==> config.mk <==
export PLATFORM = sky130hd
export DESIGN_NAME = led_grayscale_gamma_serializer
export DESIGN_NICKNAME = d
export VERILOG_FILES = /design/src/lggs_pkg.sv /design/src/led_grayscale_gamma_serializer.sv /design/src/lggs_front.sv /design/src/lggs_queue.sv /design/src/lggs_back.sv
export SDC_FILE = /design/constraint.sdc
export NUM_CORES = 1
export LEC_CHECK = 0
export BUFFER_PORTS_ARGS = -buffer_cell sky130_fd_sc_hd__buf_2
export CORE_MARGIN = 2
export CORE_UTILIZATION = 55
export CTS_CLUSTER_DIAMETER = 30
export CTS_CLUSTER_SIZE = 10
export DETAILED_ROUTE_END_ITERATION = 10
export GPL_ROUTABILITY_DRIVEN = 0
export PLACE_DENSITY = 0.81
export SLEW_MARGIN = 20
export SYNTH_ARGS = -nofsm -noshare
export SYNTH_HDL_FRONTEND = slang
export SYNTH_SLANG_ARGS = --single-unit
export TNS_END_PERCENT = 100
==> constraint.sdc <==
create_clock -name clock -period 11.9 [get_ports clock]
set_input_delay 1.785 -clock clock [delete_from_list [all_inputs] [get_ports clock]]
set_output_delay 1.785 -clock clock [all_outputs]
set_load 0.02 [all_outputs]
==> src/lggs_pkg.sv <==
// Package for the LED grayscale gamma serializer.
// Holds sizes, the queue entry type and the gamma ROM; no dependencies.
package lggs_pkg;

   localparam int GRAY_BITS   = 12;
   localparam int TABLE_DEPTH = 128;
   localparam int ROM_SIZE    = 128;
   localparam int CODE_W      = 12;
   localparam int LEVEL_W     = 8;
   localparam int ROM_IDX_W   = $clog2(ROM_SIZE);
   localparam int CLIP_IDX    = (TABLE_DEPTH - 1 > ROM_SIZE - 1) ? ROM_SIZE - 1
                                                                  : TABLE_DEPTH - 1;
   localparam int CNT_W       = $clog2(GRAY_BITS + 1);
   localparam int QUEUE_DEPTH = 2;
   localparam int QPTR_W      = $clog2(QUEUE_DEPTH);
   localparam int QCNT_W      = $clog2(QUEUE_DEPTH + 1);

   localparam logic [0:0] MODE_TABLE = 1'b0;
   localparam logic [0:0] MODE_CURVE = 1'b1;

   typedef struct packed {
      logic [GRAY_BITS-1:0] code;
      logic                 frame_end;
   } item_type;

   localparam logic [CODE_W-1:0] GAMMA_ROM [ROM_SIZE] = '{
      12'd1, 12'd1, 12'd1, 12'd1, 12'd1, 12'd1, 12'd1, 12'd1,
      12'd1, 12'd1, 12'd1, 12'd2, 12'd2, 12'd2, 12'd2, 12'd2,
      12'd2, 12'd3, 12'd3, 12'd3, 12'd3, 12'd3, 12'd4, 12'd4,
      12'd4, 12'd5, 12'd5, 12'd5, 12'd6, 12'd6, 12'd7, 12'd7,
      12'd7, 12'd8, 12'd9, 12'd9, 12'd10, 12'd11, 12'd11, 12'd12,
      12'd13, 12'd14, 12'd15, 12'd16, 12'd17, 12'd18, 12'd19, 12'd21,
      12'd22, 12'd24, 12'd25, 12'd27, 12'd29, 12'd31, 12'd33, 12'd35,
      12'd38, 12'd40, 12'd43, 12'd46, 12'd49, 12'd52, 12'd56, 12'd59,
      12'd63, 12'd68, 12'd72, 12'd77, 12'd82, 12'd88, 12'd94, 12'd100,
      12'd107, 12'd114, 12'd122, 12'd130, 12'd139, 12'd148, 12'd158, 12'd169,
      12'd181, 12'd193, 12'd206, 12'd219, 12'd234, 12'd250, 12'd267, 12'd285,
      12'd304, 12'd324, 12'd346, 12'd369, 12'd394, 12'd421, 12'd449, 12'd479,
      12'd511, 12'd546, 12'd583, 12'd622, 12'd663, 12'd708, 12'd756, 12'd806,
      12'd861, 12'd918, 12'd980, 12'd1046, 12'd1116, 12'd1191, 12'd1271, 12'd1357,
      12'd1448, 12'd1545, 12'd1649, 12'd1759, 12'd1878, 12'd2004, 12'd2138, 12'd2282,
      12'd2435, 12'd2599, 12'd2773, 12'd2959, 12'd3158, 12'd3370, 12'd3596, 12'd3838
   };

endpackage

==> src/led_grayscale_gamma_serializer.sv <==
// Top level of the LED grayscale gamma serializer.
// Depends on lggs_pkg, lggs_front, lggs_queue and lggs_back.
//
//   channel   ports                                          handshake
//   request   req_level, req_frame_end                       req_push / req_full
//   response  rsp_data_bit, rsp_latch_pulse, rsp_last_of_run rsp_pop / rsp_empty
//   csr       csr_data (curve_select)                        csr_write
//
// Each pixel yields twelve response transactions, one per clock when not stalled,
// plus one latch transaction at a frame end; the serial output register sets this rate.
// A request is mapped in the cycle it is taken and waits in a two-entry queue.
// Reset is synchronous and active high; it empties the queue and selects table mode.
// A stalled response side fills the queue, after which req_full is raised.
module led_grayscale_gamma_serializer (
   input  logic                          clock,
   input  logic                          reset,
   input  logic                          req_push,
   output logic                          req_full,
   input  logic [lggs_pkg::LEVEL_W-1:0]  req_level,
   input  logic                          req_frame_end,
   input  logic                          rsp_pop,
   output logic                          rsp_empty,
   output logic                          rsp_data_bit,
   output logic                          rsp_latch_pulse,
   output logic                          rsp_last_of_run,
   input  logic                          csr_write,
   input  logic                          csr_data
);

   lggs_pkg::item_type front_item;
   lggs_pkg::item_type q_head;
   logic               q_empty;
   logic               q_pop;

   lggs_front u_front (
      .clock     (clock),
      .reset     (reset),
      .csr_write (csr_write),
      .csr_data  (csr_data),
      .level     (req_level),
      .frame_end (req_frame_end),
      .item      (front_item)
   );

   lggs_queue u_queue (
      .clock     (clock),
      .reset     (reset),
      .push      (req_push),
      .push_item (front_item),
      .full      (req_full),
      .pop       (q_pop),
      .empty     (q_empty),
      .head      (q_head)
   );

   lggs_back u_back (
      .clock           (clock),
      .reset           (reset),
      .q_empty         (q_empty),
      .q_head          (q_head),
      .q_pop           (q_pop),
      .rsp_pop         (rsp_pop),
      .rsp_empty       (rsp_empty),
      .rsp_data_bit    (rsp_data_bit),
      .rsp_latch_pulse (rsp_latch_pulse),
      .rsp_last_of_run (rsp_last_of_run)
   );

endmodule

==> src/lggs_front.sv <==
// Front end of the LED grayscale gamma serializer: mode register and code mapping.
// Depends on lggs_pkg.
module lggs_front (
   input  logic                              clock,
   input  logic                              reset,
   input  logic                              csr_write,
   input  logic                              csr_data,
   input  logic [lggs_pkg::LEVEL_W-1:0]      level,
   input  logic                              frame_end,
   output lggs_pkg::item_type                item
);

   logic mode_ff;
   logic mode_in;

   function automatic logic [lggs_pkg::CODE_W-1:0] curve_code(
      input logic [lggs_pkg::LEVEL_W-1:0] x
   );
      logic [13:0] y;
      logic [13:0] v;
      logic [17:0] prod;
      logic [13:0] r;
      begin
         y = {2'b00, x, 4'b0000};
         v = 14'd0;
         prod = 18'd0;
         r = 14'd0;
         if (x < 8'd10) begin
            r = 14'd0;
         end else if (x < 8'd20) begin
            r = 14'd16;
         end else if (x < 8'd50) begin
            v = y - 14'd320;
            prod = {4'b0000, v} * 18'd205;
            r = 14'(prod >> 10) + 14'd32;
         end else if (x < 8'd82) begin
            v = y - 14'd800;
            r = (v >> 2) + 14'd128;
         end else if (x < 8'd94) begin
            v = y - 14'd1312;
            prod = {4'b0000, v} * 18'd171;
            r = 14'(prod >> 9) + 14'd256;
         end else if (x < 8'd174) begin
            v = y - 14'd1504;
            r = (v >> 1) + 14'd320;
         end else if (x < 8'd199) begin
            r = y - 14'd2784 + 14'd960;
         end else if (x < 8'd239) begin
            r = ((y - 14'd3184) << 1) + 14'd1360;
         end else if (x < 8'd243) begin
            r = (y - 14'd3824) * 14'd3 + 14'd2640;
         end else if (x < 8'd250) begin
            r = (y - 14'd3888) * 14'd5 + 14'd2832;
         end else if (x < 8'd255) begin
            r = ((y - 14'd4000) << 3) + 14'd3392;
         end else begin
            r = 14'd4095;
         end
         return r[lggs_pkg::CODE_W-1:0];
      end
   endfunction

   logic [lggs_pkg::ROM_IDX_W-1:0] rom_idx;
   logic [lggs_pkg::CODE_W-1:0]    code;

   always_comb begin
      mode_in = mode_ff;
      if (csr_write) begin
         mode_in = csr_data;
      end
   end

   always_ff @(posedge clock) begin
      if (reset) begin
         mode_ff <= lggs_pkg::MODE_TABLE;
      end else begin
         mode_ff <= mode_in;
      end
   end

   always_comb begin
      if (level > lggs_pkg::LEVEL_W'(lggs_pkg::CLIP_IDX)) begin
         rom_idx = lggs_pkg::ROM_IDX_W'(lggs_pkg::CLIP_IDX);
      end else begin
         rom_idx = level[lggs_pkg::ROM_IDX_W-1:0];
      end
      if (mode_ff == lggs_pkg::MODE_CURVE) begin
         code = curve_code(level);
      end else begin
         code = lggs_pkg::GAMMA_ROM[rom_idx];
      end
      item.code      = lggs_pkg::GRAY_BITS'(code);
      item.frame_end = frame_end;
   end

endmodule

==> src/lggs_queue.sv <==
// Two-entry queue of mapped codes between front and back of the serializer.
// Depends on lggs_pkg.
module lggs_queue (
   input  logic                clock,
   input  logic                reset,
   input  logic                push,
   input  lggs_pkg::item_type  push_item,
   output logic                full,
   input  logic                pop,
   output logic                empty,
   output lggs_pkg::item_type  head
);

   lggs_pkg::item_type               entry_ff [lggs_pkg::QUEUE_DEPTH];
   logic [lggs_pkg::QPTR_W-1:0]      wr_ptr_ff, wr_ptr_in;
   logic [lggs_pkg::QPTR_W-1:0]      rd_ptr_ff, rd_ptr_in;
   logic [lggs_pkg::QCNT_W-1:0]      count_ff, count_in;
   logic                             do_push, do_pop;

   assign full    = (count_ff == lggs_pkg::QCNT_W'(lggs_pkg::QUEUE_DEPTH));
   assign empty   = (count_ff == '0);
   assign do_push = push && !full;
   assign do_pop  = pop && !empty;
   assign head    = entry_ff[rd_ptr_ff];

   always_comb begin
      wr_ptr_in = wr_ptr_ff;
      rd_ptr_in = rd_ptr_ff;
      count_in  = count_ff;
      if (do_push) begin
         wr_ptr_in = (wr_ptr_ff == lggs_pkg::QPTR_W'(lggs_pkg::QUEUE_DEPTH - 1)) ? '0
                                                                     : wr_ptr_ff + 1'b1;
      end
      if (do_pop) begin
         rd_ptr_in = (rd_ptr_ff == lggs_pkg::QPTR_W'(lggs_pkg::QUEUE_DEPTH - 1)) ? '0
                                                                     : rd_ptr_ff + 1'b1;
      end
      if (do_push && !do_pop) begin
         count_in = count_ff + 1'b1;
      end else if (do_pop && !do_push) begin
         count_in = count_ff - 1'b1;
      end
   end

   always_ff @(posedge clock) begin
      if (reset) begin
         wr_ptr_ff <= '0;
         rd_ptr_ff <= '0;
         count_ff  <= '0;
      end else begin
         wr_ptr_ff <= wr_ptr_in;
         rd_ptr_ff <= rd_ptr_in;
         count_ff  <= count_in;
      end
   end

   always_ff @(posedge clock) begin
      if (do_push) begin
         entry_ff[wr_ptr_ff] <= push_item;
      end
   end

endmodule

==> src/lggs_back.sv <==
// Back end of the serializer: shifts codes out MSB first and appends latch results.
// Depends on lggs_pkg; feeds an output register read by the result channel.
module lggs_back (
   input  logic                clock,
   input  logic                reset,
   input  logic                q_empty,
   input  lggs_pkg::item_type  q_head,
   output logic                q_pop,
   input  logic                rsp_pop,
   output logic                rsp_empty,
   output logic                rsp_data_bit,
   output logic                rsp_latch_pulse,
   output logic                rsp_last_of_run
);

   logic [lggs_pkg::GRAY_BITS-1:0] shift_ff, shift_in;
   logic [lggs_pkg::CNT_W-1:0]     bits_left_ff, bits_left_in;
   logic                           latch_ff, latch_in;
   logic                           out_valid_ff, out_valid_in;
   logic                           out_data_ff, out_data_in;
   logic                           out_latch_ff, out_latch_in;
   logic                           out_last_ff, out_last_in;
   logic                           busy, out_free, advance, final_result, take;

   assign busy         = (bits_left_ff != '0) || latch_ff;
   assign out_free     = !out_valid_ff || rsp_pop;
   assign advance      = busy && out_free;
   assign final_result = ((bits_left_ff == lggs_pkg::CNT_W'(1)) && !latch_ff) ||
                         ((bits_left_ff == '0) && latch_ff);
   assign take         = !q_empty && (!busy || (advance && final_result));
   assign q_pop        = take;

   always_comb begin
      shift_in     = shift_ff;
      bits_left_in = bits_left_ff;
      latch_in     = latch_ff;
      out_valid_in = out_valid_ff && !rsp_pop;
      out_data_in  = out_data_ff;
      out_latch_in = out_latch_ff;
      out_last_in  = out_last_ff;
      if (advance) begin
         out_valid_in = 1'b1;
         if (bits_left_ff != '0) begin
            out_data_in  = shift_ff[lggs_pkg::GRAY_BITS-1];
            out_latch_in = 1'b0;
            out_last_in  = final_result;
            shift_in     = shift_ff << 1;
            bits_left_in = bits_left_ff - 1'b1;
         end else begin
            out_data_in  = 1'b0;
            out_latch_in = 1'b1;
            out_last_in  = 1'b1;
            latch_in     = 1'b0;
         end
      end
      if (take) begin
         shift_in     = q_head.code;
         bits_left_in = lggs_pkg::CNT_W'(lggs_pkg::GRAY_BITS);
         latch_in     = q_head.frame_end;
      end
   end

   always_ff @(posedge clock) begin
      if (reset) begin
         bits_left_ff <= '0;
         latch_ff     <= 1'b0;
         out_valid_ff <= 1'b0;
      end else begin
         bits_left_ff <= bits_left_in;
         latch_ff     <= latch_in;
         out_valid_ff <= out_valid_in;
      end
   end

   always_ff @(posedge clock) begin
      shift_ff     <= shift_in;
      out_data_ff  <= out_data_in;
      out_latch_ff <= out_latch_in;
      out_last_ff  <= out_last_in;
   end

   assign rsp_empty       = !out_valid_ff;
   assign rsp_data_bit    = out_data_ff;
   assign rsp_latch_pulse = out_latch_ff;
   assign rsp_last_of_run = out_last_ff;

   a_latch_shape: assert property (@(posedge clock) disable iff (reset)
      (out_valid_ff && out_latch_ff) |-> (out_last_ff && !out_data_ff))
      else $error("latch result must carry last_of_run and a zero data bit");

   a_count_range: assert property (@(posedge clock) disable iff (reset)
      bits_left_ff <= lggs_pkg::CNT_W'(lggs_pkg::GRAY_BITS))
      else $error("bit counter out of range");

   a_take_when_done: assert property (@(posedge clock) disable iff (reset)
      take |-> (!busy || final_result))
      else $error("new code loaded while the current one is unfinished");

   a_load_full: assert property (@(posedge clock) disable iff (reset)
      take |=> (bits_left_ff == lggs_pkg::CNT_W'(lggs_pkg::GRAY_BITS)))
      else $error("bit counter not reloaded after taking a code");

endmodule
---- Yosys cells after proc, flatten, opt, wreduce, memory -nomap -nowiden ----
Memories as Yosys holds them, arrays and structs flattened. A register that Yosys moved wholly into a read port is not among the register bits.
Index checks and enable logic that the tools add are counted.
storage, ports and cells
  latch bits .............................. 0
  flip-flop bits (word level) ............. 26
  bits in writable memories ............... 26
  input port bits ......................... 15
  output and inout bits ................... 5
  word-level logic and storage cells ...... 124
  ROM bits ................................ 1536
  memories ................................ 2
cells by class
  bitwise gates (word level) .............. 1
  reductions and logical operators ........ 32
  add/sub/neg operators ................... 23
  equality and inequality tests ........... 3
  multiply operators ...................... 4
  shifts and indexed selects .............. 0
  magnitude comparators ................... 13
  muxes and demuxes ....................... 34
  div/mod/pow operators ................... 0
memory list
  memory            words  width  read ports  clocked after Yosys merged registers in  write ports  line              text
  (no name shown)   128    12     1           0                                        0            lggs_front.sv:90  code = lggs_pkg::GAMMA_ROM[rom_idx];
  u_queue.entry_ff  2      13     1           1                                        1            lggs_queue.sv:14  lggs_pkg::item_type entry_ff [lggs_pkg::QUEUE_DEPTH];
operator list
  operator                number
  $mux 12                 17
  $lt 8x8->1 const B      6
  $add 12x12->12 const B  3
  $mul 14x8->18 const B   2
  $sub 12x11->13 const B  2
  $sub 12x12->13 const B  2
  $lt 8x7->1 const B      2
  $mul 14x2->12 const B   1
  $mul 14x3->12 const B   1
  $sub 12x10->13 const B  1
  $sub 12x9->13 const B   1
  $add 12x10->12 const B  1
  $add 12x11->12 const B  1
  $add 12x8->12 const B   1
  $add 12x9->12 const B   1
  $mux 4                  3
  $sub 12x12->12 const B  1
  $mux 1                  11
  $sub 11x11->11 const B  1
  $add 9x9->10 const B    1
  $logic_and 1x1->1       10
  $add 8x6->9 const B     1
  $sub 9x9->9 const B     1
  $ge 8x8->1 const B      1
  22 further kinds        38

---- Logic depth before layout (Yosys ltp) ----
Gate-level depths: netlist of run 1.
  depth in word-level cells ............... 14
  gate-level depth with buffers ........... 27
  depth with buffers taken out ............ 25

---- Cells and area by module ----
From an unflattened synthesis of run 1, not the netlist that was laid out.
unflattened totals
  cells, all modules ...................... 897
  area, all modules ....................... 7791.2 um^2
modules (own cells, without submodules)
  module      times used  cells each  sequential area each (um^2)  area an instance (um^2)
  lggs_front  1           755         20.0                         5630.4
  lggs_queue  1           65          880.8                        1149.9
  lggs_back   1           77          570.5                        1011.0

---- Worst setup path after synthesis of run 1 ----
OpenSTA, ideal clock, no wires.
  path kind ............................... input port to flip-flop
  start point ............................. input req_level[4] (netlist bit)
  end point ............................... memory u_queue.entry_ff[0][7] (netlist bit), data pin
  buffers on the path ..................... 4
  cell stages on the path ................. 26
  setup time .............................. 0.211 ns
  data required time ...................... 11.689 ns
  data arrival time ....................... 6.874 ns
  setup slack ............................. 4.816 ns
  cells stage by stage .................... buf_2 buf_4 buf_2 buf_1 a21oi_1 xnor2_1 ha_1 inv_1 fa_1 inv_1 fa_1 inv_1 fa_1 inv_1 ha_1 o21a_1 o21a_1 a21oi_1 nor2b_1 nor2_1 xnor2_1 ha_1 nor3b_1 a21oi_1 o32a_1 o41ai_1
RTL lines
  what         line                                  text
  from (decl)  led_grayscale_gamma_serializer.sv:19  input logic [lggs_pkg::LEVEL_W-1:0] req_level,
  to (decl)    lggs_queue.sv:14

==> results of run 1 <==
[power groups by stage]
stage	clock, mW	combinational, mW	sequential (mW)
after floorplan	0	0.768	0.313
after global placement	0	0.934	0.319
after detailed placement	0	0.961	0.323
after CTS	0.136	0.971	0.319
after global routing	0.142	1.09	0.325
final	0.132	0.976	0.319
[through the flow]
step                total power, mW  cell area, um^2  hold slack (ns)   util
floorplan                      1.08             7690            0.472      -
finish                         1.43             7950            0.509  0.577
detailed placement             1.28             7810            0.500  0.567
global placement               1.25             7810            0.486  0.567
global route                   1.56             7950            0.558  0.577
CTS                            1.43             7950            0.515  0.577
[cell type report]
type / count / area share
Sequential cell: 53 / 0.185
Timing Repair Buffer: 24 / 0.0167
Tap cell: 180 / 0.0283
Clock buffer: 5 / 0.0157
Multi-Input combinational cell: 691 / 0.702
Clock inverter: 2 / 0.00142
Inverter: 108 / 0.0510
[flip-flops by register name, summed over array words and instances, names as in the netlist, named ones only]
| register | cells |
|---|---|
| u_queue.entry_ff | 26 |
| u_back.rsp_data_bit | 1 |
| u_queue.count_ff | 2 |
| u_front.mode_ff | 1 |
| u_queue.rd_ptr_ff | 1 |
| u_back.latch_ff | 1 |
| u_back.shift_ff | 12 |
| u_queue.wr_ptr_ff | 1 |
| u_back.rsp_last_of_run | 1 |
| u_back.bits_left_ff | 4 |
| u_back.rsp_latch_pulse | 1 |
| u_back.out_valid_ff | 1 |
[critical path: stages]
cell and delay (ns):
sky130_fd_sc_hd__buf_2 0.51, sky130_fd_sc_hd__inv_1 0.50, sky130_fd_sc_hd__ha_1 0.40, sky130_fd_sc_hd__nor2b_1 0.29
sky130_fd_sc_hd__o21ai_0 0.20, sky130_fd_sc_hd__ha_1 0.32, sky130_fd_sc_hd__inv_1 0.06, sky130_fd_sc_hd__fa_1 0.50
sky130_fd_sc_hd__inv_1 0.05, sky130_fd_sc_hd__fa_1 0.53, sky130_fd_sc_hd__inv_1 0.06, sky130_fd_sc_hd__fa_1 0.54
sky130_fd_sc_hd__inv_1 0.05, sky130_fd_sc_hd__ha_1 0.32, sky130_fd_sc_hd__o21a_1 0.13, sky130_fd_sc_hd__o21a_1 0.19
sky130_fd_sc_hd__a21oi_1 0.25, sky130_fd_sc_hd__nor2b_1 0.08, sky130_fd_sc_hd__nor2_1 0.12, sky130_fd_sc_hd__xnor2_1 0.09
sky130_fd_sc_hd__ha_1 0.27, sky130_fd_sc_hd__nor3b_1 0.20, sky130_fd_sc_hd__a21oi_1 0.06, sky130_fd_sc_hd__o32a_1 0.31
sky130_fd_sc_hd__o41ai_1 0.09
[synth_stat cells (11+ instances only)]
cell type	instances
sky130_fd_sc_hd__dfxtp_1	12
sky130_fd_sc_hd__xor2_1	22
sky130_fd_sc_hd__buf_2	24
sky130_fd_sc_hd__nand3_1	15
sky130_fd_sc_hd__xnor2_1	58
sky130_fd_sc_hd__mux2i_1	20
sky130_fd_sc_hd__ha_1	105
sky130_fd_sc_hd__nor2_1	56
sky130_fd_sc_hd__nand2b_1	11
sky130_fd_sc_hd__inv_1	105
sky130_fd_sc_hd__nand2_1	67
sky130_fd_sc_hd__edfxtp_1	41
sky130_fd_sc_hd__o21ai_0	49
sky130_fd_sc_hd__a21oi_1	60
sky130_fd_sc_hd__nor3_1	13
sky130_fd_sc_hd__fa_1	33
sky130_fd_sc_hd__clkbuf_1	18
sky130_fd_sc_hd__a21o_1	14
[worst max-delay path by stage]
stage          depth (start not counted)    startpoint                                to  slack [ns]
3_3_place_gp                          25  req_level[3]  u_queue.entry_ff[0][7]$_DFFE_PP_        4.04
6_report                              25  req_level[3]  u_queue.entry_ff[1][7]$_DFFE_PP_        4.03
5_1_grt                               25  req_level[3]  u_queue.entry_ff[1][7]$_DFFE_PP_        3.60
2_1_floorplan                         26  req_level[4]  u_queue.entry_ff[0][7]$_DFFE_PP_        4.82
3_5_place_dp                          25  req_level[3]  u_queue.entry_ff[1][7]$_DFFE_PP_        3.80
4_1_cts                               25  req_level[3]  u_queue.entry_ff[1][7]$_DFFE_PP_        4.09
[metal layers]
layer  vias to the layer above  track usage
met4                         0       0.0984
li1                       3143            -
met5                         -            0
met1                      2999        0.341
met3                        48       0.0204
met2                       295        0.419
[cell families after synthesis]
| group | after synthesis | synth area share |
|---|---|---|
| simple gates | 207 | 0.127 |
| mux | 22 | 0.0304 |
| xor+xnor | 84 | 0.102 |
| compound gates | 240 | 0.209 |
| fa+ha+maj | 138 | 0.257 |
| flops | 53 | 0.191 |
| buf+inv | 158 | 0.0835 |
==> impl_metrics.sql, run 1 <==
INSERT INTO impl_metrics (metric_group, metric, value, unit) VALUES
('outcome', 'run_status', 'complete, no violations', ''),
('sta', 'tightest_slew', '0.741', 'ns'),
('route', 'drt_iter0_drc', '744', ''),
('finish', 'layout.nets', '1036', ''),
('critical_path', 'r2r_start', 'u_back.bits_left_ff[0]$_SDFFE_PP0P_', ''),
('synth', 'synth_area_leaders', 'sky130_fd_sc_hd__ha_1 17%, sky130_fd_sc_hd__edfxtp_1 16%, sky130_fd_sc_hd__fa_1 8.6%', ''),
('critical_path', 'data_arrival_at_the_endpoint_of_the_critical_path', '7.92', 'ns'),
('sta', 'min_period_over_period', '0.661', ''),
('cts', 'clock_latency', '0.28', 'ns'),
('pwr', 'clock_power_share', '0.093', ''),
('route', 'vias', '6485', ''),
('sta', 'timing.final.hold_violations', '0', ''),
('pwr', 'vdd.ir_drop.worst', '0.0925', 'mV'),
('die', 'die_height', '122', 'um'),
('pwr', 'power.internal', '784', 'uW'),
('critical_path', 'critical_path_class', 'primary input to register', ''),
('pwr', 'seq_power_share', '0.223', ''),
('synth', 'net_count_of_the_mapped_netlist', '1055', ''),
('flow_run', 'drv_cap', '0', ''),
('route', 'route.top_layer_used', 'met4', ''),
('synth', 'cell_accounting_for_the_most_synthesized_area', 'sky130_fd_sc_hd__ha_1', ''),
('route', 'ant_nets', '0', ''),
('finish', 'seq_area', '1470', 'um^2'),
('critical_path', 'crit_path_max_fanout', '38', ''),
('hold_path', 'hold_class', 'register to register', ''),
('sta', 'drv_slew', '0', ''),
('cts', 'cts_made_buffers', '5', ''),
('finish', 'drive_gt1_frac', '0.0600', ''),
('synth', 'yosysSeqAreaShare', '0.191', ''),
('cts', 'cts_resized', '0', ''),
('global_route', 'first_global_vias', '6123', ''),
('synth', 'yosys.area.top_type_share', '0.171', ''),
('synth', 'yosys_warnings', '0', ''),
('hold_path', 'timing.hold.worst_path_depth', '2', ''),
('synth', 'netlist_area_pre_place', '7690', 'um^2'),
('placed_design', 'dpl.hpwl', '14000', 'um'),
('sta', 'worst_slack_setup_final', '4.03', 'ns'),
('critical_path', 'ff2ff_setup_slack', '9.05', 'ns'),
('finish', 'finalNonFillerCells', '1063', ''),
('sta', 'post-route-min-period', '7.87', 'ns'),
('global_route', 'grt_use_total', '0.252', ''),
('synth', 'yosysUniqueCellTypes', '79', ''),
('route', 'routedLengthMet1', '7910', 'um'),
('global_route', 'grt_start_max_net_pins', '41', ''),
('critical_path', 'crit_required', '11.95', 'ns'),
('critical_path', 'worst-r2r-cell-count', '9', ''),
('cts', 'setup_fix_bufs_post_cts', '0', ''),
('finish', 'final.fill_count', '1230', ''),
('sta', 'finalClockSkew', '0.00586', 'ns'),
('cts', 'clock_path_buffers', '2', ''),
('hold_path', 'hp-start', 'u_back.latch_ff$_SDFFE_PP0P_', ''),
('synth', 'postSynth.topFlopCell', 'sky130_fd_sc_hd__edfxtp_1', ''),
('sta', 'slew_headroom', '0.505', ''),
('pwr', 'leakage', '3.55', 'nW'),
('placed_design', 'port_buffers', '19', ''),
('die', 'chipWidth', '122', 'um'),
('die', 'initial_utilization', '0.558', ''),
('cts', 'tritoncts', 'yes', ''),
('sta', 'peak_clock_frequency_supported_by_timing', '127', 'MHz'),
('synth', 'post_synth.cell_area_avg', '8.53', 'um^2'),
('synth', 'number_of_enable_flip_flop_cells_after_synthesis', '41', ''),
('finish', 'diodes_inserted', '0', ''),
('cts', 'h-tree-depth', '2', ''),
('route', 'detail_route.drc_violations', '0', ''),
('hold_path', 'worst_hold_path.endpoint', 'u_back.latch_ff$_SDFFE_PP0P_', ''),
('sta', 'setup_viol', '0', ''),
('route', 'met2WireLength', '8410', 'um'),
('die', 'die_area', '14900', 'um^2'),
('critical_path', 'rr_endpoint', 'u_queue.count_ff[1]$_SDFFE_PP0P_', ''),
('pwr', 'net-switching-power', '643', 'uW'),
('critical_path', 'cp-start-kind', 'primary input', '');
Power figures use the tool's default switching activity.
==> run 2, diff against run 1 <==
- ABC_AREA: not set -> 1
- PLACE_DENSITY: 0.81 -> 0.83
- clock period: 11.9 -> 7.06 ns (I/O delays scaled with it)
==> impl_metrics.sql, run 2 <==
INSERT INTO impl_metrics (metric_group, metric, value, unit) VALUES
('synth', 'synth_area_leaders', 'sky130_fd_sc_hd__ha_1 17%, sky130_fd_sc_hd__edfxtp_1 16%, sky130_fd_sc_hd__nand2_1 14%', ''),
('critical_path', 'critical_path_class', 'primary input to register', ''),
('global_route', 'grt.overflow.total', '0', ''),
('sta', 'setup_repair_after_global_routing_missed_its_margin', 'no', ''),
('sta', 'worst_slack_setup_final', '0.888', 'ns'),
('critical_path', 'crit_path_max_fanout', '12', ''),
('cts', 'clock_path_buffers', '2', ''),
('route', 'met2WireLength', '9420', 'um'),
('hold_path', 'worst_hold_path.endpoint', 'u_queue.count_ff[1]$_SDFFE_PP0P_', ''),
('synth', 'yosys_warnings', '0', ''),
('cts', 'setup_fix_bufs_post_cts', '0', ''),
('finish', 'fin_util', '0.590', ''),
('synth', 'yosysSeqAreaShare', '0.187', ''),
('die', 'initial_utilization', '0.565', ''),
('route', 'detail_route.drc_violations', '0', ''),
('critical_path', 'ff2ff_setup_slack', '4.15', 'ns'),
('global_route', 'antenna_violations_before_repair', '0', ''),
('die', 'die_area', '15300', 'um^2'),
('route', 'first_pass_iters', '5', ''),
('synth', 'yosys.area.top_type_share', '0.167', ''),
('finish', 'diodes_inserted', '0', ''),
('synth', 'number_of_enable_flip_flop_cells_after_synthesis', '41', ''),
('placed_design', 'dpl.hpwl', '15900', 'um'),
('finish', 'final_area', '8220', 'um^2'),
('synth', 'net_count_of_the_mapped_netlist', '1291', ''),
('pwr', 'p_total', '2.59', 'mW'),
('cts', 'clock_latency', '0.29', 'ns'),
('die', 'core_area', '13900', 'um^2'),
('hold_path', 'timing.hold.worst_path_depth', '2', ''),
('critical_path', 'crit_top_cell', 'sky130_fd_sc_hd__nand2_1', ''),
('route', 'drt-wirelength-per-cell', '14.9', 'um'),
('global_route', 'first_global_vias', '7054', ''),
('route', 'route.top_layer_used', 'met4', ''),
('finish', 'finalNonFillerCells', '1327', ''),
('sta', 'finalClockSkew', '0.00743', 'ns'),
('route', 'wl', '19800', 'um'),
('die', 'fp-row-count', '43', ''),
('finish', 'seq_area', '1470', 'um^2'),
('synth', 'post_synth.cell_area_avg', '6.91', 'um^2'),
('placed_design', 'preCtsSetupSlack', '0.657', 'ns'),
('sta', 'slew_headroom', '0.261', ''),
('sta', 'post-route-min-period', '6.17', 'ns'),
('finish', 'layout_common_cells', '293 x sky130_fd_sc_hd__nand2_1, 195 x sky130_fd_sc_hd__inv_1, 105 x sky130_fd_sc_hd__ha_1', ''),
('die', 'die_height', '124', 'um'),
('cts', 'h-tree-depth', '2', ''),
('cts', 'cts_num_sinks', '53', ''),
('cts', 'cts_resized', '0', ''),
('sta', 'peak_clock_frequency_supported_by_timing', '162', 'MHz'),
('hold_path', 'hold_class', 'register to register', ''),
('sta', 'drv_slew', '0', ''),
('sta', 'min_period_over_period', '0.874', ''),
('sta', 'timing.final.hold_violations', '0', ''),
('finish', 'area_growth', '4.44', '%'),
('pwr', 'leakage', '4.36', 'nW'),
('sta', 'holdWs', '0.511', 'ns'),
('synth', 'synth_cell_count_leaders', '293 x sky130_fd_sc_hd__nand2_1, 195 x sky130_fd_sc_hd__inv_1, 105 x sky130_fd_sc_hd__ha_1', ''),
('route', 'met3_length', '1510', 'um'),
('cts', 'cts.reportedPaths.clkPinSlew', '0.06', 'ns'),
('synth', 'post-synth-top-count-cell', 'sky130_fd_sc_hd__nand2_1', ''),
('critical_path', 'crit_required', '7.09', 'ns'),
('finish', 'layout.nets', '1299', ''),
('pwr', 'vdd.ir_drop.worst', '0.184', 'mV'),
('cts', 'cts_root_buffer', 'sky130_fd_sc_hd__clkbuf_16', ''),
('cts', 'cts_made_buffers', '5', ''),
('critical_path', 'slowest_delay', '0.53', 'ns'),
('finish', 'largest_reg_flops', '26', ''),
('critical_path', 'data_arrival_at_the_endpoint_of_the_critical_path', '6.21', 'ns'),
('pwr', 'power_density', '315', 'nW/um^2'),
('synth', 'postSynth.topFlopCell', 'sky130_fd_sc_hd__edfxtp_1', ''),
('route', 'ant_nets', '0', ''),
('critical_path', 'rr_endpoint', 'u_queue.count_ff[1]$_SDFFE_PP0P_', ''),
('finish', 'final.fill_count', '1258', ''),
('finish', 'layout.cells.most_common', 'sky130_fd_sc_hd__nand2_1', ''),
('synth', 'netlist_area_pre_place', '7870', 'um^2'),
('outcome', 'run_status', 'complete, no violations', ''),
('route', 'routedLengthMet1', '8230', 'um'),
('sta', 'setup_tns', '0', 'ns'),
('route', 'drt_iter0_drc', '828', ''),
('synth', 'postSynth.asyncResetShare', '0', ''),
('critical_path', 'cp-start-kind', 'primary input', ''),
('sta', 'tightest_slew', '1.10', 'ns'),
('route', 'drt-vias-per-instance', '5.65', ''),
('synth', 'cell_accounting_for_the_most_synthesized_area', 'sky130_fd_sc_hd__ha_1', ''),
('finish', 'area_occupied_by_multi_input_gates', '5500', 'um^2'),
('synth', 'synth_seq_cells', '53', ''),
('placed_design', 'placed_cells', '1319', ''),
('placed_design', 'dpl-instance-area', '8080', 'um^2'),
('critical_path', 'type_of_element_capturing_the_critical_path', 'register', ''),
('synth', 'yosysUniqueCellTypes', '46', ''),
('global_route', 'grt_pass1_wl', '32300', 'um'),
('die', 'boundaryPins', '20', ''),
('hold_path', 'hp-start', 'u_queue.count_ff[1]$_SDFFE_PP0P_', ''),
('synth', 'postSynthCellCount', '1138', ''),
('critical_path', 'r2r_start', 'u_back.bits_left_ff[0]$_SDFFE_PP0P_', ''),
('cts', 'tritoncts', 'yes', ''),
('cts', 'postCtsHoldBufs', '0', ''),
('flow_run', 'drv_cap', '0', ''),
('global_route', 'grt_start_max_net_pins', '30', ''),
('finish', 'largest_register', 'u_queue.entry_ff', ''),
('sta', 'setup_viol', '0', ''),
('critical_path', 'critPathSlowestCell', 'sky130_fd_sc_hd__fa_1', ''),
('route', 'vias', '7492', ''),
('placed_design', 'port_buffers', '19', ''),
('finish', 'largest_registers', 'u_queue.entry_ff (26), u_back.shift_ff (12), u_back.bits_left_ff (4)', ''),
('critical_path', 'worst-r2r-cell-count', '12', ''),
('finish', 'drive_gt1_frac', '0.0549', ''),
('global_route', 'grt_use_total', '0.266', ''),
('die', 'chipWidth', '124', 'um');
## run 2: changes by cell type after synthesis, sizes merged, moves of 13 or more
cell	delta
nor2	+41
buf	-16
mux2i	-20
nand3	+44
xnor2	-46
inv	+98
a21o	-13
nand2	+236
clkbuf	-15
## run 2: how the worst max path moves through the flow
| stage | start | to | slack (ns) | cells past startpoint |
|---|---|---|---|---|
| global placement | req_level[3] | u_queue.entry_ff[0][7]$_DFFE_PP_ | 0.84 | 28 |
| finish | req_level[3] | u_queue.entry_ff[0][7]$_DFFE_PP_ | 0.89 | 28 |
| floorplan | req_level[2] | u_queue.entry_ff[0][7]$_DFFE_PP_ | 1.32 | 28 |
| CTS | req_level[3] | u_queue.entry_ff[0][7]$_DFFE_PP_ | 0.97 | 28 |
| detailed placement | req_level[3] | u_queue.entry_ff[1][7]$_DFFE_PP_ | 0.66 | 28 |
| global route | req_level[3] | u_queue.entry_ff[0][7]$_DFFE_PP_ | 0.54 | 28 |
## run 2: critical path, delay by kind of cell
family,cells,cell delay (ns)
buf+inv,7,0.78
simple gates,12,1.14
fa+ha+maj,6,2.47
compound gates,2,0.41
xor+xnor,1,0.34
## run 2: cell families (layout without fill, tap and decap cells)
| kind of cell | Yosys count | count (layout) | share of synthesized area |
|---|---|---|---|
| AND/OR/NAND/NOR | 495 | 495 | 0.263 |
| flip-flops | 53 | 53 | 0.187 |
| adder cells (fa/ha/maj) | 138 | 138 | 0.251 |
| AO/OA/AOI/OAI | 180 | 180 | 0.131 |
| XOR/XNOR | 46 | 46 | 0.0531 |
| buffers and inverters | 226 | 235 | 0.114 |
## run 2: cell type report
cell class,instances,share of cell area
Multi-Input combinational cell,859,0.670
Clock inverter,3,0.00152
Tap cell,180,0.0274
Sequential cell,53,0.179
Inverter,207,0.0945
Timing Repair Buffer,20,0.0125
Clock buffer,5,0.0152
## run 2: power by group
group	switching, mW	total (mW)	internal (mW)
combinational	1.16	1.82	0.656
clock	0.101	0.229	0.128
sequential	0.0475	0.539	0.492
total	1.31	2.59	1.28
## run 2: per-layer routing
| metal | vias to the layer above | GRT usage |
|---|---|---|
| li1 | 3675 | - |
| met1 | 3434 | 0.335 |
| met2 | 323 | 0.463 |
| met3 | 60 | 0.0389 |
| met4 | 0 | 0.0916 |
| met5 | - | 0 |
==> run 3, diff against run 2 <==
==> constraint.sdc (replaced) <==
create_clock -name clock -period 7.06 [get_ports clock]
set_input_delay 0 -clock clock [delete_from_list [all_inputs] [get_ports clock]]
set_output_delay 0 -clock clock [all_outputs]
set_load 0.02 [all_outputs]
==> impl_metrics.sql, run 3 (same netlist as run 2, synthesis figures left out) <==
INSERT INTO impl_metrics (metric_group, metric, value, unit) VALUES
('die', 'boundaryPins', '20', ''),
('die', 'fp-row-count', '43', ''),
('critical_path', 'type_of_element_capturing_the_critical_path', 'register', ''),
('finish', 'area_growth', '4.71', '%'),
('cts', 'cts_root_buffer', 'sky130_fd_sc_hd__clkbuf_16', ''),
('sta', 'post-route-min-period', '5.01', 'ns'),
('route', 'route.top_layer_used', 'met4', ''),
('sta', 'drv_slew', '0', ''),
('cts', 'clock_path_buffers', '2', ''),
('global_route', 'antenna_violations_before_repair', '0', ''),
('flow_run', 'drv_cap', '0', ''),
('global_route', 'grt_start_max_net_pins', '30', ''),
('critical_path', 'crit_path_max_fanout', '12', ''),
('global_route', 'grt_pass1_wl', '33000', 'um'),
('route', 'met2WireLength', '9160', 'um'),
('cts', 'cts_num_sinks', '53', ''),
('placed_design', 'dpl.hpwl', '15900', 'um'),
('global_route', 'grt.overflow.total', '0', ''),
('finish', 'layout_common_cells', '293 x sky130_fd_sc_hd__nand2_1, 195 x sky130_fd_sc_hd__inv_1, 105 x sky130_fd_sc_hd__ha_1', ''),
('finish', 'finalNonFillerCells', '1329', ''),
('cts', 'clock_latency', '0.28', 'ns'),
('hold_path', 'hold_class', 'primary input to register', ''),
('sta', 'tightest_slew', '0.831', 'ns'),
('cts', 'cts.reportedPaths.clkPinSlew', '0.06', 'ns'),
('global_route', 'grt_use_total', '0.268', ''),
('pwr', 'vdd.ir_drop.worst', '0.210', 'mV'),
('critical_path', 'ff2ff_setup_slack', '4.90', 'ns'),
('critical_path', 'critPathSlowestCell', 'sky130_fd_sc_hd__fa_1', ''),
('route', 'first_pass_iters', '9', ''),
('finish', 'fin_util', '0.591', ''),
('finish', 'drive_gt1_frac', '0.0548', ''),
('finish', 'largest_register', 'u_queue.entry_ff', ''),
('finish', 'diodes_inserted', '0', ''),
('route', 'drt-vias-per-instance', '5.59', ''),
('sta', 'setup_repair_after_global_routing_missed_its_margin', 'no', ''),
('die', 'initial_utilization', '0.565', ''),
('pwr', 'leakage', '4.36', 'nW'),
('global_route', 'first_global_vias', '7240', ''),
('die', 'core_area', '13900', 'um^2'),
('finish', 'largest_registers', 'u_queue.entry_ff (26), u_back.shift_ff (12), u_back.bits_left_ff (4)', ''),
('sta', 'setup_viol', '0', ''),
('route', 'vias', '7425', ''),
('cts', 'cts_resized', '0', ''),
('critical_path', 'data_arrival_at_the_endpoint_of_the_critical_path', '5.04', 'ns'),
('route', 'drt_iter0_drc', '727', ''),
('critical_path', 'crit_required', '7.09', 'ns'),
('cts', 'cts_made_buffers', '5', ''),
('cts', 'h-tree-depth', '2', ''),
('placed_design', 'port_buffers', '19', ''),
('finish', 'layout.cells.most_common', 'sky130_fd_sc_hd__nand2_1', ''),
('finish', 'largest_reg_flops', '26', ''),
('sta', 'slew_headroom', '0.444', ''),
('die', 'die_area', '15300', 'um^2'),
('sta', 'min_period_over_period', '0.709', ''),
('route', 'drt-wirelength-per-cell', '14.7', 'um'),
('pwr', 'power_density', '311', 'nW/um^2'),
('sta', 'finalClockSkew', '0.00652', 'ns'),
('placed_design', 'dpl-instance-area', '8080', 'um^2'),
('die', 'chipWidth', '124', 'um'),
('route', 'routedLengthMet1', '8220', 'um'),
('finish', 'area_occupied_by_multi_input_gates', '5500', 'um^2'),
('route', 'wl', '19500', 'um'),
('finish', 'layout.nets', '1301', ''),
('critical_path', 'slowest_delay', '0.54', 'ns'),
('placed_design', 'placed_cells', '1319', ''),
('finish', 'final_area', '8240', 'um^2'),
('sta', 'peak_clock_frequency_supported_by_timing', '200', 'MHz'),
('sta', 'timing.final.hold_violations', '0', ''),
('sta', 'setup_tns', '0', 'ns'),
('outcome', 'run_status', 'complete, no violations', ''),
('cts', 'tritoncts', 'yes', ''),
('pwr', 'p_total', '2.57', 'mW'),
('critical_path', 'critical_path_class', 'primary input to register', ''),
('route', 'ant_nets', '0', ''),
('finish', 'final.fill_count', '1293', ''),
('route', 'detail_route.drc_violations', '0', ''),
('finish', 'seq_area', '1470', 'um^2'),
('die', 'die_height', '124', 'um'),
('route', 'met3_length', '1400', 'um'),
('critical_path', 'crit_top_cell', 'sky130_fd_sc_hd__nand2_1', ''),
('critical_path', 'cp-start-kind', 'primary input', '');
[run 3: cell types whose count changed in the layout (fill, tap and decap cells not counted), sizes merged]
cell | previous run | this run
dlygate4sd3 | 0 | 2
clkinv | 4 | 1
inv | 206 | 207
clkbuf | 5 | 7
[run 3: area by class of cell]
| type | count | area share |
|---|---|---|
| multi-input cells | 859 | 0.668 |
| flip-flops and latches | 53 | 0.179 |
| inverters | 207 | 0.0943 |
| well taps | 180 | 0.0273 |
| clock buffers | 7 | 0.0161 |
| repair buffers | 22 | 0.0149 |
| clock inverters | 1 | 0.000759 |
[run 3: per-stage QoR]
step | hold slack [ns] | setup slack [ns]
3_3_place_gp | 0.196 | 1.92
4_1_cts | 0.0225 | 2.09
2_1_floorplan | 0.0691 | 2.38
3_5_place_dp | 0.201 | 1.79
6_report | 0.0249 | 2.05
5_1_grt | 0.0490 | 1.56
[run 3: per-layer routing]
metal,up-vias,track usage
li1,3691,-
met1,3331,0.351
met2,332,0.456
met3,71,0.0224
met4,0,0.111
met5,-,0
[run 3: report_power, final]
group	total [mW]	switching [mW]	internal (mW)	leakage, nW
sequential	0.536	0.0450	0.491	0.496
clock	0.229	0.0968	0.132	0.0684
combinational	1.80	1.15	0.655	3.80
[run 3: final timing paths]
kind | from | endpoint | cells past startpoint
worst min-delay path | rsp_pop | u_back.out_valid_ff$_SDFF_PP0_ | 4
worst max register to register | u_back.bits_left_ff[0]$_SDFFE_PP0P_ | u_queue.count_ff[1]$_SDFFE_PP0P_ | 13
worst min register to register | u_back.bits_left_ff[3]$_SDFFE_PP0P_ | u_back.bits_left_ff[3]$_SDFFE_PP0P_ | 2
worst max-delay path | req_level[3] | u_queue.entry_ff[0][7]$_DFFE_PP_ | 28
[run 3: worst max-delay path: cells and delay by family]
family,cells,cell delay [ns]
and+or+nand+nor,12,1.13
xor gates and xnor gates,1,0.31
adders and majority gates,6,2.43
buffers and inverters,7,0.78
AOI/OAI and AO/OA,2,0.37
[run 3: repair_timing]
item,CTS,global route
hold endpoints to repair,6,0
hold buffers,2,0
setup buffers,0,0
